--- src/hdl/sjf_pkg.sv ---
// shared constants and types of the shortest-job-first scheduler
package sjf_pkg;

	localparam int QUEUE_DEPTH = 16;
	localparam int ID_BITS     = 9;

	localparam int QIDX_W = $clog2(QUEUE_DEPTH);
	localparam int QCNT_W = $clog2(QUEUE_DEPTH + 1);

	localparam int OP_W       = 1;
	localparam int ID_PORT_W  = 9;
	localparam int DUR_W      = 10;
	localparam int TIME_W     = 32;
	localparam int SUM_W      = 48;
	localparam int DONE_W     = 16;
	localparam int QCNT_OUT_W = 5;

	localparam int FIFO_DEPTH = 2;
	localparam int FIFO_AW    = $clog2(FIFO_DEPTH);
	localparam int FIFO_CW    = $clog2(FIFO_DEPTH + 1);

	localparam logic [OP_W-1:0] OP_ARRIVE = 1'b0;
	localparam logic [OP_W-1:0] OP_TICK   = 1'b1;

	typedef struct packed {
		logic               tick;
		logic [ID_BITS-1:0] id;
		logic [DUR_W-1:0]   dur;
	} cmd_t;

	// field order gives the dispatch priority: duration, then arrival, then id
	typedef struct packed {
		logic [DUR_W-1:0]   dur;
		logic [TIME_W-1:0]  arr;
		logic [ID_BITS-1:0] id;
	} key_t;

endpackage

--- src/hdl/sjf_job_scheduler.sv ---
// top level of the shortest-job-first scheduler
//
//  channel  handshake            payload
//  in       in_valid / in_stall   op, job_id, duration
//  out      out_valid / out_stall arrival_dropped .. queue_count
//
// an item passes a two-entry command queue, then the back end handles an arrival or a
// tick that dispatches nothing straight from idle, and a tick that dispatches through
// the scan that visits one wait slot per cycle
// reset is immediate: no clearing pass, slot contents are gated by their valid bits
// the front keeps taking items while a result is stalled, until its queue fills
module sjf_job_scheduler (
	input  logic                            clk,
	input  logic                            arst_n,
	input  logic                            in_valid,
	output logic                            in_stall,
	input  logic [sjf_pkg::OP_W-1:0]        op,
	input  logic [sjf_pkg::ID_PORT_W-1:0]   job_id,
	input  logic [sjf_pkg::DUR_W-1:0]       duration,
	output logic                            out_valid,
	input  logic                            out_stall,
	output logic                            arrival_dropped,
	output logic                            completed_valid,
	output logic [sjf_pkg::ID_PORT_W-1:0]   completed_id,
	output logic [sjf_pkg::TIME_W-1:0]      turnaround,
	output logic                            dispatched_valid,
	output logic [sjf_pkg::ID_PORT_W-1:0]   dispatched_id,
	output logic [sjf_pkg::SUM_W-1:0]       total_turnaround,
	output logic [sjf_pkg::DONE_W-1:0]      completed_count,
	output logic                            server_busy,
	output logic [sjf_pkg::QCNT_OUT_W-1:0]  queue_count
);

	logic          cmd_valid;
	sjf_pkg::cmd_t cmd;
	logic          cmd_pop;

	sjf_front u_front (
		.clk       (clk),
		.arst_n    (arst_n),
		.in_valid  (in_valid),
		.in_stall  (in_stall),
		.op        (op),
		.job_id    (job_id),
		.duration  (duration),
		.cmd_valid (cmd_valid),
		.cmd       (cmd),
		.cmd_pop   (cmd_pop)
	);

	sjf_back u_back (
		.clk              (clk),
		.arst_n           (arst_n),
		.cmd_valid        (cmd_valid),
		.cmd              (cmd),
		.cmd_pop          (cmd_pop),
		.out_valid        (out_valid),
		.out_stall        (out_stall),
		.arrival_dropped  (arrival_dropped),
		.completed_valid  (completed_valid),
		.completed_id     (completed_id),
		.turnaround       (turnaround),
		.dispatched_valid (dispatched_valid),
		.dispatched_id    (dispatched_id),
		.total_turnaround (total_turnaround),
		.completed_count  (completed_count),
		.server_busy      (server_busy),
		.queue_count      (queue_count)
	);

endmodule

--- src/hdl/sjf_front.sv ---
// front end: accepts and classifies items into a short command queue
module sjf_front (
	input  logic                           clk,
	input  logic                           arst_n,
	input  logic                           in_valid,
	output logic                           in_stall,
	input  logic [sjf_pkg::OP_W-1:0]       op,
	input  logic [sjf_pkg::ID_PORT_W-1:0]  job_id,
	input  logic [sjf_pkg::DUR_W-1:0]      duration,
	output logic                           cmd_valid,
	output sjf_pkg::cmd_t                  cmd,
	input  logic                           cmd_pop
);

	sjf_pkg::cmd_t                 fifo_q [sjf_pkg::FIFO_DEPTH];
	logic [sjf_pkg::FIFO_AW-1:0]   wr_ptr_q;
	logic [sjf_pkg::FIFO_AW-1:0]   rd_ptr_q;
	logic [sjf_pkg::FIFO_CW-1:0]   cnt_q;
	sjf_pkg::cmd_t                 new_cmd;
	logic                          push;
	logic                          pop;

	function automatic logic [sjf_pkg::FIFO_AW-1:0] ptr_inc(input logic [sjf_pkg::FIFO_AW-1:0] p);
		logic [sjf_pkg::FIFO_AW-1:0] r;
		if (p == sjf_pkg::FIFO_AW'(sjf_pkg::FIFO_DEPTH - 1)) begin
			r = '0;
		end else begin
			r = p + 1'b1;
		end
		return r;
	endfunction

	// zero duration is served as one tick
	always_comb begin
		new_cmd.tick = (op == sjf_pkg::OP_TICK);
		new_cmd.id   = sjf_pkg::ID_BITS'(job_id);
		new_cmd.dur  = (duration == '0) ? sjf_pkg::DUR_W'(1) : duration;
	end

	assign in_stall  = (cnt_q == sjf_pkg::FIFO_CW'(sjf_pkg::FIFO_DEPTH));
	assign push      = in_valid && !in_stall;
	assign cmd_valid = (cnt_q != '0);
	assign pop       = cmd_pop && cmd_valid;
	assign cmd       = fifo_q[rd_ptr_q];

	always_ff @(posedge clk or negedge arst_n) begin
		if (!arst_n) begin
			wr_ptr_q <= '0;
			rd_ptr_q <= '0;
			cnt_q    <= '0;
		end else begin
			if (push) begin
				wr_ptr_q <= ptr_inc(wr_ptr_q);
			end
			if (pop) begin
				rd_ptr_q <= ptr_inc(rd_ptr_q);
			end
			if (push && !pop) begin
				cnt_q <= cnt_q + 1'b1;
			end else if (pop && !push) begin
				cnt_q <= cnt_q - 1'b1;
			end
		end
	end

	always_ff @(posedge clk) begin
		if (push) begin
			fifo_q[wr_ptr_q] <= new_cmd;
		end
	end

endmodule

--- src/hdl/sjf_back.sv ---
// back end: wait slots, server state, shortest-job scan and result register
module sjf_back (
	input  logic                            clk,
	input  logic                            arst_n,
	input  logic                            cmd_valid,
	input  sjf_pkg::cmd_t                   cmd,
	output logic                            cmd_pop,
	output logic                            out_valid,
	input  logic                            out_stall,
	output logic                            arrival_dropped,
	output logic                            completed_valid,
	output logic [sjf_pkg::ID_PORT_W-1:0]   completed_id,
	output logic [sjf_pkg::TIME_W-1:0]      turnaround,
	output logic                            dispatched_valid,
	output logic [sjf_pkg::ID_PORT_W-1:0]   dispatched_id,
	output logic [sjf_pkg::SUM_W-1:0]       total_turnaround,
	output logic [sjf_pkg::DONE_W-1:0]      completed_count,
	output logic                            server_busy,
	output logic [sjf_pkg::QCNT_OUT_W-1:0]  queue_count
);

	typedef enum logic {ST_IDLE, ST_SCAN} state_t;

	state_t                          state_q;
	logic                            out_valid_q;
	logic [sjf_pkg::QUEUE_DEPTH-1:0] wait_valid_q;
	sjf_pkg::key_t                   wait_key_q [sjf_pkg::QUEUE_DEPTH];
	logic [sjf_pkg::QCNT_W-1:0]      qcnt_q;
	logic [sjf_pkg::TIME_W-1:0]      now_q;
	logic                            busy_q;
	logic [sjf_pkg::ID_BITS-1:0]     run_id_q;
	logic [sjf_pkg::TIME_W-1:0]      run_arr_q;
	logic [sjf_pkg::TIME_W-1:0]      run_fin_q;
	logic [sjf_pkg::SUM_W-1:0]       sum_q;
	logic [sjf_pkg::DONE_W-1:0]      done_cnt_q;
	logic [sjf_pkg::QIDX_W-1:0]      idx_q;
	logic                            found_q;
	sjf_pkg::key_t                   best_key_q;
	logic [sjf_pkg::QIDX_W-1:0]      best_idx_q;
	logic                            dropped_q;
	logic                            cvalid_q;
	logic [sjf_pkg::ID_BITS-1:0]     cid_q;
	logic [sjf_pkg::TIME_W-1:0]      tat_q;
	logic                            dvalid_q;
	logic [sjf_pkg::ID_BITS-1:0]     did_q;

	logic                            out_free;
	logic                            pop;
	logic                            q_full;
	logic [sjf_pkg::QIDX_W-1:0]      free_idx;
	logic                            done_c;
	logic [sjf_pkg::TIME_W-1:0]      tat_c;
	logic [sjf_pkg::SUM_W:0]         sum_add;
	logic [sjf_pkg::SUM_W-1:0]       sum_next;
	sjf_pkg::key_t                   cand_key;
	logic                            take;
	sjf_pkg::key_t                   nb_key;
	logic [sjf_pkg::QIDX_W-1:0]      nb_idx;
	logic                            scan_last;

	assign out_free = !out_valid_q || !out_stall;
	assign pop      = (state_q == ST_IDLE) && cmd_valid && out_free;
	assign cmd_pop  = pop;
	assign q_full   = (qcnt_q == sjf_pkg::QCNT_W'(sjf_pkg::QUEUE_DEPTH));

	// lowest free slot
	always_comb begin
		free_idx = '0;
		for (int i = sjf_pkg::QUEUE_DEPTH - 1; i >= 0; i--) begin
			if (!wait_valid_q[i]) begin
				free_idx = sjf_pkg::QIDX_W'(i);
			end
		end
	end

	assign done_c   = busy_q && (run_fin_q == now_q);
	assign tat_c    = run_fin_q - run_arr_q;
	assign sum_add  = {1'b0, sum_q} + (sjf_pkg::SUM_W + 1)'(tat_c);
	assign sum_next = sum_add[sjf_pkg::SUM_W] ? '1 : sum_add[sjf_pkg::SUM_W-1:0];

	// one slot per cycle, strict compare keeps the lower slot on full ties
	assign cand_key  = wait_key_q[idx_q];
	assign take      = wait_valid_q[idx_q] && (!found_q || (cand_key < best_key_q));
	assign nb_key    = take ? cand_key : best_key_q;
	assign nb_idx    = take ? idx_q : best_idx_q;
	assign scan_last = (idx_q == sjf_pkg::QIDX_W'(sjf_pkg::QUEUE_DEPTH - 1));

	always_ff @(posedge clk or negedge arst_n) begin
		if (!arst_n) begin
			state_q      <= ST_IDLE;
			out_valid_q  <= 1'b0;
			wait_valid_q <= '0;
			qcnt_q       <= '0;
			now_q        <= '0;
			busy_q       <= 1'b0;
			run_id_q     <= '0;
			run_arr_q    <= '0;
			run_fin_q    <= '0;
			sum_q        <= '0;
			done_cnt_q   <= '0;
			idx_q        <= '0;
			found_q      <= 1'b0;
		end else begin
			if (out_valid_q && !out_stall && !pop) begin
				out_valid_q <= 1'b0;
			end
			case (state_q)
				ST_IDLE: begin
					if (pop) begin
						if (!cmd.tick) begin
							if (!q_full) begin
								wait_valid_q[free_idx] <= 1'b1;
								qcnt_q <= qcnt_q + 1'b1;
							end
							out_valid_q <= 1'b1;
						end else begin
							if (done_c) begin
								sum_q  <= sum_next;
								busy_q <= 1'b0;
								if (done_cnt_q != '1) begin
									done_cnt_q <= done_cnt_q + 1'b1;
								end
							end
							if ((!busy_q || done_c) && (qcnt_q != '0)) begin
								state_q     <= ST_SCAN;
								idx_q       <= '0;
								found_q     <= 1'b0;
								out_valid_q <= 1'b0;
							end else begin
								now_q       <= now_q + 1'b1;
								out_valid_q <= 1'b1;
							end
						end
					end
				end
				ST_SCAN: begin
					found_q <= found_q || take;
					idx_q   <= idx_q + 1'b1;
					if (scan_last) begin
						busy_q               <= 1'b1;
						run_id_q             <= nb_key.id;
						run_arr_q            <= nb_key.arr;
						run_fin_q            <= now_q + sjf_pkg::TIME_W'(nb_key.dur);
						wait_valid_q[nb_idx] <= 1'b0;
						qcnt_q               <= qcnt_q - 1'b1;
						now_q                <= now_q + 1'b1;
						out_valid_q          <= 1'b1;
						state_q              <= ST_IDLE;
					end
				end
				default: begin
					state_q <= ST_IDLE;
				end
			endcase
		end
	end

	always_ff @(posedge clk) begin
		if (pop && !cmd.tick && !q_full) begin
			wait_key_q[free_idx] <= '{dur: cmd.dur, arr: now_q, id: cmd.id};
		end
		if (state_q == ST_SCAN && take) begin
			best_key_q <= cand_key;
			best_idx_q <= idx_q;
		end
		if (pop) begin
			dropped_q <= !cmd.tick && q_full;
			cvalid_q  <= cmd.tick && done_c;
			cid_q     <= (cmd.tick && done_c) ? run_id_q : '0;
			tat_q     <= (cmd.tick && done_c) ? tat_c : '0;
			dvalid_q  <= 1'b0;
			did_q     <= '0;
		end else if (state_q == ST_SCAN && scan_last) begin
			dvalid_q <= 1'b1;
			did_q    <= nb_key.id;
		end
	end

	assign out_valid        = out_valid_q;
	assign arrival_dropped  = dropped_q;
	assign completed_valid  = cvalid_q;
	assign completed_id     = sjf_pkg::ID_PORT_W'(cid_q);
	assign turnaround       = tat_q;
	assign dispatched_valid = dvalid_q;
	assign dispatched_id    = sjf_pkg::ID_PORT_W'(did_q);
	assign total_turnaround = sum_q;
	assign completed_count  = done_cnt_q;
	assign server_busy      = busy_q;
	assign queue_count      = sjf_pkg::QCNT_OUT_W'(qcnt_q);

	a_qcnt_matches: assert property (@(posedge clk) disable iff (!arst_n)
		qcnt_q == sjf_pkg::QCNT_W'($countones(wait_valid_q)))
		else $error("wait count out of step with slot valid bits");

	a_scan_no_result: assert property (@(posedge clk) disable iff (!arst_n)
		(state_q == ST_SCAN) |-> !out_valid_q)
		else $error("result pending during slot scan");

	a_dispatch_busy: assert property (@(posedge clk) disable iff (!arst_n)
		(out_valid_q && dvalid_q) |-> busy_q)
		else $error("dispatch reported with idle server");

	a_scan_finds: assert property (@(posedge clk) disable iff (!arst_n)
		(state_q == ST_SCAN && scan_last) |-> (found_q || take))
		else $error("scan ended without a candidate");

endmodule
--- config.mk ---
export PLATFORM = sky130hd
export DESIGN_NAME = sjf_job_scheduler
export DESIGN_NICKNAME = d
export VERILOG_FILES = /design/src/hdl/sjf_pkg.sv /design/src/hdl/sjf_job_scheduler.sv /design/src/hdl/sjf_front.sv /design/src/hdl/sjf_back.sv
export SDC_FILE = /design/constraint.sdc
export NUM_CORES = 2
export LEC_CHECK = 0
export ABC_AREA = 1
export ABC_CLOCK_PERIOD_IN_PS = 12090
export BUFFER_PORTS_ARGS = -buffer_cell sky130_fd_sc_hd__buf_2
export CORE_MARGIN = 1.5
export CORE_UTILIZATION = 45
export DETAILED_ROUTE_END_ITERATION = 8
export RECOVER_POWER = 100
export SLEW_MARGIN = 20
export SYNTH_ARGS = -nofsm -noshare
export SYNTH_HDL_FRONTEND = slang
export SYNTH_SLANG_ARGS = --single-unit
--- constraint.sdc ---
create_clock -name clk -period 12.09 [get_ports clk]
set_input_delay 1.209 -clock clk [delete_from_list [all_inputs] [get_ports clk]]
set_output_delay 1.209 -clock clk [all_outputs]
set_load 0.05 [all_outputs]
# Yosys cells after proc, flatten, opt, wreduce, memory -nomap -nowiden
# Memories as Yosys holds them, arrays and structs flattened.
# Index checks and enable logic that the tools add are counted.
[totals]
n_memories = 2
latch_bits = 0
ramBits = 856
romBits = 0
ff_bits = 310
out_inout_bits = 125
inputBits = 24
wordCells = 180
[memory_table]
columns = ["name", "depth", "width", "rd", "rd_clocked_by_memory_dff", "write_ports", "line", "rtl"]
rows = [
  ["u_back.wait_key_q", 16, 51, 1, 0, 1, "sjf_back.sv:27", "sjf_pkg::key_t wait_key_q [sjf_pkg::QUEUE_DEPTH];"],
  ["u_front.fifo_q", 2, 20, 1, 0, 1, "sjf_front.sv:15", "sjf_pkg::cmd_t fifo_q [sjf_pkg::FIFO_DEPTH];"],
]
[op_classes]
div_mod_pow = 0
shifts = 0
n_eq_ne = 13
n_reduce_logical = 44
n_bitwise = 4
n_mux = 73
n_addsub = 12
mul = 0
magnitude_cmp = 6
[op_table]
columns = ["operator", "n"]
rows = [
  ["2-to-1 mux 32 bit", 4],
  ["2-to-1 mux 4 bit", 20],
  ["2-to-1 mux 16 bit", 4],
  ["one-hot mux 32 bit (2 select lines)", 1],
  ["less-than comparator 51 bit", 1],
  ["2-to-1 mux 51 bit", 1],
  ["adder 48 x 32 -> 49 bit", 1],
  ["2-to-1 mux 48 bit", 1],
  ["adder 32 x 1 -> 32 bit (second input constant)", 1],
  ["adder 32 x 10 -> 32 bit", 1],
  ["== test 32 bit", 1],
  ["one-hot mux 16 bit (2 select lines)", 1],
  ["subtractor 32 bit", 1],
  ["2-to-1 mux 1 bit", 25],
  ["2-to-1 mux 5 bit", 4],
  ["logical AND 1 bit", 19],
  ["adder 16 x 1 -> 16 bit (second input constant)", 1],
  ["bitwise AND 16 bit", 1],
  ["!= test 16 bit (second input constant)", 1],
  ["inverter 16 bit", 1],
  ["OR 16 bit", 1],
  ["AND reduction 4 bit", 4],
  ["less-than comparator 4 x 5 -> 1 bit (second input constant)", 3],
  ["zero test 1 bit", 10],
  ["other kinds (27)", 44],
]

# Longest topological paths before layout
[logic_depth]
ltp_word = 25
depth_mapped = 40

# Cells and area by module
# A second synthesis with hierarchy kept.
[unflattened]
cells_unflattened = 4766
area_unflattened_um2 = 52536.6
[modules_own_cells]
columns = ["mod", "area_each_um2", "cells_per_inst", "n_inst"]
rows = [
  ["sjf_back", 50796.2, 4616, 1],
  ["sjf_front", 1740.4, 150, 1],
]

# Worst setup path after synthesis
# Ideal clock, no wire load.
[synth_path]
path_kind = "reg2reg"
startpoint = "register u_back.idx_q[1] in the netlist's numbering"
endpoint = "register u_back.best_idx_q[0] in the netlist's numbering (enable)"
synth_period_minus_slack_ps = 5862
slack_ps = 6228
setup_time_ps = 468
path_stages_with_launch = 23
arrival_ps = 5394
t_required_ps = 11622
cell_sequence = "dfrtp_1 > buf_4 > inv_2 > buf_6 > clkbuf_1 > buf_2 > buf_2 > nand2_1 > a21oi_1 > o221ai_1 > o31ai_1 > inv_1 > ha_1 > a21oi_1 > o21ai_0 > o21bai_1 > nand2_1 > a21oi_1 > nand2_2 > nand2_4 > nand2_4 > clkbuf_1 > nor2_1"
[synth_lines]
columns = ["element", "line", "rtl"]
rows = [
  ["start, declared", "sjf_back.sv:36", "logic [sjf_pkg::QIDX_W-1:0] idx_q;"],
  ["start signal, assigned", "sjf_back.sv:138", "idx_q <= idx_q + 1'b1;"],
  ["end signal, assigned", "sjf_back.sv:164", "best_idx_q <= idx_q;"],
  ["end, declared", "sjf_back.sv:39", "logic [sjf_pkg::QIDX_W-1:0] best_idx_q;"],
]

==> flow_metrics.tcl <==
set metrics [dict create \
    critPathMaxFanout 137 \
    setup-tns-final_ns 0 \
    cts_tree "yes" \
    ys.flop_type "edfxtp_1" \
    utilization_pct 50.5 \
    start_kind "register" \
    cp-end-kind "register" \
    antenna_found_initial 0 \
    cp.required_ns 12.31 \
    grt_pass1_vias 34800 \
    root_buffer "clkbuf_16" \
    die_y_um 343 \
    drtPass1Iterations 6 \
    arrival_ns 10.33 \
    drv_cap 42 \
    core_area_um2 114000 \
    final_cell_mix "954 x edfxtp_1, 932 x nand2_1, 390 x inv_1" \
    syn_area_um2 51900 \
    dp_hpwl_mm 87.2 \
    drtIter0Drc 3722 \
    period_share_pct 83.7 \
    ys_warn_count 0 \
    num_vias 35700 \
    clk_path_buf_depth 3 \
    grt_usage_pct 24.6 \
    finalSetupViolCount 0 \
    synth_edf_count 954 \
    r2r_start "u_back.idx_q[0]$_DFFE_PN0P_" \
    cts.repair.resized 0 \
    worstHoldPathCells 2 \
    min_to "u_back.dispatched_id[7]$_SDFFE_PP0P_" \
    r2r-end "u_back.best_key_q[33]$_DFFE_PP_" \
    filler_cell_count 10100 \
    p_leak_nw 22.7 \
    rows 124 \
    r2r_slack_ns 1.97 \
    grt_pass1_wl_mm 219 \
    start_util_pct 45.4 \
    die_w_um 343 \
    relSlewSlack_pct -243 \
    clkTransAtPathRegs_ns 0.06 \
    areaGrowthSynthToFinish_pct 11.1 \
    max_freq_mhz 98.9 \
    viasPerCell 5.72 \
    async_flop_share_pct 17.3 \
    cts_buffers 117 \
    remaining_drc_errors 0 \
    cts.sinks 1166 \
    pin_count 149 \
    yosysSeqAreaShare_pct 65.3 \
    ant_nets 0 \
    ys_ff_latch 1166 \
    drive_gt1_share_pct 5.65 \
    grt_overflow_total 0 \
    worst_pin_slew_ns 5.15 \
    final_max_slew_viol_count 1438 \
    timing_worst_setup_path_type "reg2reg" \
    fin_crit_ns 10.12 \
    avgSynthCellArea_um2 11.5 \
    cts_setup_buffers 0 \
    layout.nets 4783 \
    syn_nets 4691 \
    h-tree-depth 3 \
    rsz0062_at_grt "no" \
    synth.distinct_cells 55 \
    skew_ns 0.0368 \
    post_drt_wl_per_cell_um 23.3 \
    final-hold-violation-count 0 \
    synth_cells 4533 \
    violations "capacitance limit, slew limit" \
    antenna_cells 0 \
    ir_worst_vdd_uv 186 \
    hold_buffers 0 \
    final_common_cell "edfxtp_1" \
    worstHoldStart "u_back.dispatched_id[7]$_SDFFE_PP0P_" \
    gp_congestion 0.935 \
    finalWirelength_mm 146 \
    hold_path.class "reg2reg" \
    grt_max_degree 138 \
    status "complete, but fails checks" \
    p_per_area_nw_per_um2 207 \
    dieArea_um2 117000 \
    holdWs_ns 0.482 \
    clock_latency_ns 0.73 \
    io_buffer_count 148 \
    reg2reg_depth 18 \
]
==> routing by layer <==
layer	up-vias	track usage [%]	routed length [um]
met1	17700	34.8	63200
met4	0	8.46	4930
met3	235	3.06	9010
li1	16500	-	-
met5	-	0	0
met2	1292	39.5	68400
==> worst max path at each step <==
stage | cells after the start | endpoint | start
2_1_floorplan | 22 | u_back.best_idx_q[0]$_DFFE_PP_ | u_back.idx_q[1]$_DFFE_PN0P_
3_3_place_gp | 33 | u_back.run_fin_q[24]$_DFFE_PN0P_ | u_back.idx_q[0]$_DFFE_PN0P_
3_5_place_dp | 33 | u_back.run_fin_q[24]$_DFFE_PN0P_ | u_back.idx_q[0]$_DFFE_PN0P_
4_1_cts | 33 | u_back.run_fin_q[24]$_DFFE_PN0P_ | u_back.idx_q[0]$_DFFE_PN0P_
5_1_grt | 32 | u_back.run_fin_q[25]$_DFFE_PN0P_ | u_back.idx_q[0]$_DFFE_PN0P_
6_report | 18 | u_back.best_key_q[33]$_DFFE_PP_ | u_back.idx_q[0]$_DFFE_PN0P_
==> stage by stage <==
| stage | std cells | setup slack, ns | instance area (um2) | power, mW |
|---|---|---|---|---|
| after global placement | 6018 | 3.51 | 54300 | 8.33 |
| after floorplan | 4533 | 6.23 | 51900 | 7.32 |
| after detailed placement | 6018 | 3.43 | 54300 | 8.37 |
| after CTS | 6241 | 3.41 | 58100 | 12.0 |
| final | 6241 | 1.97 | 57700 | 12.0 |
| after global routing | 6241 | 1.46 | 57700 | 12.5 |
==> critical path, stage by stage, from the launching register on <==
cell and delay (ns):
dfrtp_1 1.87, nand2_4 1.14, buf_12 0.55, o221ai_1 0.35
o221ai_1 0.13, nand2_1 0.14, inv_1 0.07, ha_1 0.30
a21oi_1 0.12, or2_2 0.12, a21oi_1 0.05, nor3_1 0.27
nand3_1 0.30, a21oi_1 0.21, nand2_1 0.22, nand2_4 0.18
nand2_4 0.39, nor2_4 0.19, clkbuf_1 2.65
==> area by class of cell <==
class	instances	area (um2)	share of cell area, %
clock buffer	152	3130	5.43
clock inverter	71	756	1.31
inverter	399	1510	2.62
multi-input combinational	2747	15700	27.1
sequential	1166	33900	58.8
tap	1512	1890	3.28
timing repair buffer	194	846	1.47
==> kinds of logic (layout without fill, tap and decap cells) <==
logic type | after synthesis | after routing | share of synthesized area (%)
AND/OR/NAND/NOR | 1418 | 1418 | 11.1
flip-flops | 1166 | 1166 | 65.3
AO/OA/AOI/OAI | 1015 | 1015 | 12.6
buffers and inverters | 620 | 816 | 4.65
XOR/XNOR | 161 | 161 | 2.71
adder cells (fa/ha/maj) | 134 | 134 | 3.29
multiplexers | 19 | 19 | 0.412
==> Yosys cell counts (all sizes together), types with 26 or more instances <==
| library cell | count | area share (%) |
|---|---|---|
| xnor2 | 52 | 0.88 |
| o21ai | 225 | 2.2 |
| nor3 | 46 | 0.46 |
| a21oi | 382 | 3.8 |
| nand4 | 26 | 0.31 |
| buf | 71 | 0.68 |
| edfxtp | 954 | 55 |
| inv | 397 | 2.9 |
| o221ai | 296 | 5.0 |
| nand2 | 936 | 6.8 |
| dfrtp | 202 | 9.7 |
| nand3 | 96 | 0.96 |
| clkbuf | 150 | 1.1 |
| xor2 | 109 | 1.8 |
| nor2 | 272 | 2.0 |
| ha | 130 | 3.1 |
==> sequential cells by signal (all words and copies together), names as in the netlist, 16 cells and up <==
register and count:
u_back.best_key_q 51, u_back.completed_count 16, u_back.now_q 32, u_back.run_arr_q 32, u_back.run_fin_q 32, u_back.total_turnaround 48, u_back.turnaround 32, u_back.wait_key_q 816
u_back.wait_valid_q 16, u_front.fifo_q 40
==> power breakdown <==
group / internal (mW) / leakage, nW / switching, mW / total (mW)
Sequential: 4.76 / 11.8 / 0.251 / 5.01
Clock: 2.11 / 1.88 / 1.57 / 3.68
Combinational: 0.914 / 9.05 / 2.36 / 3.27
(Power assumes the default switching activity.)
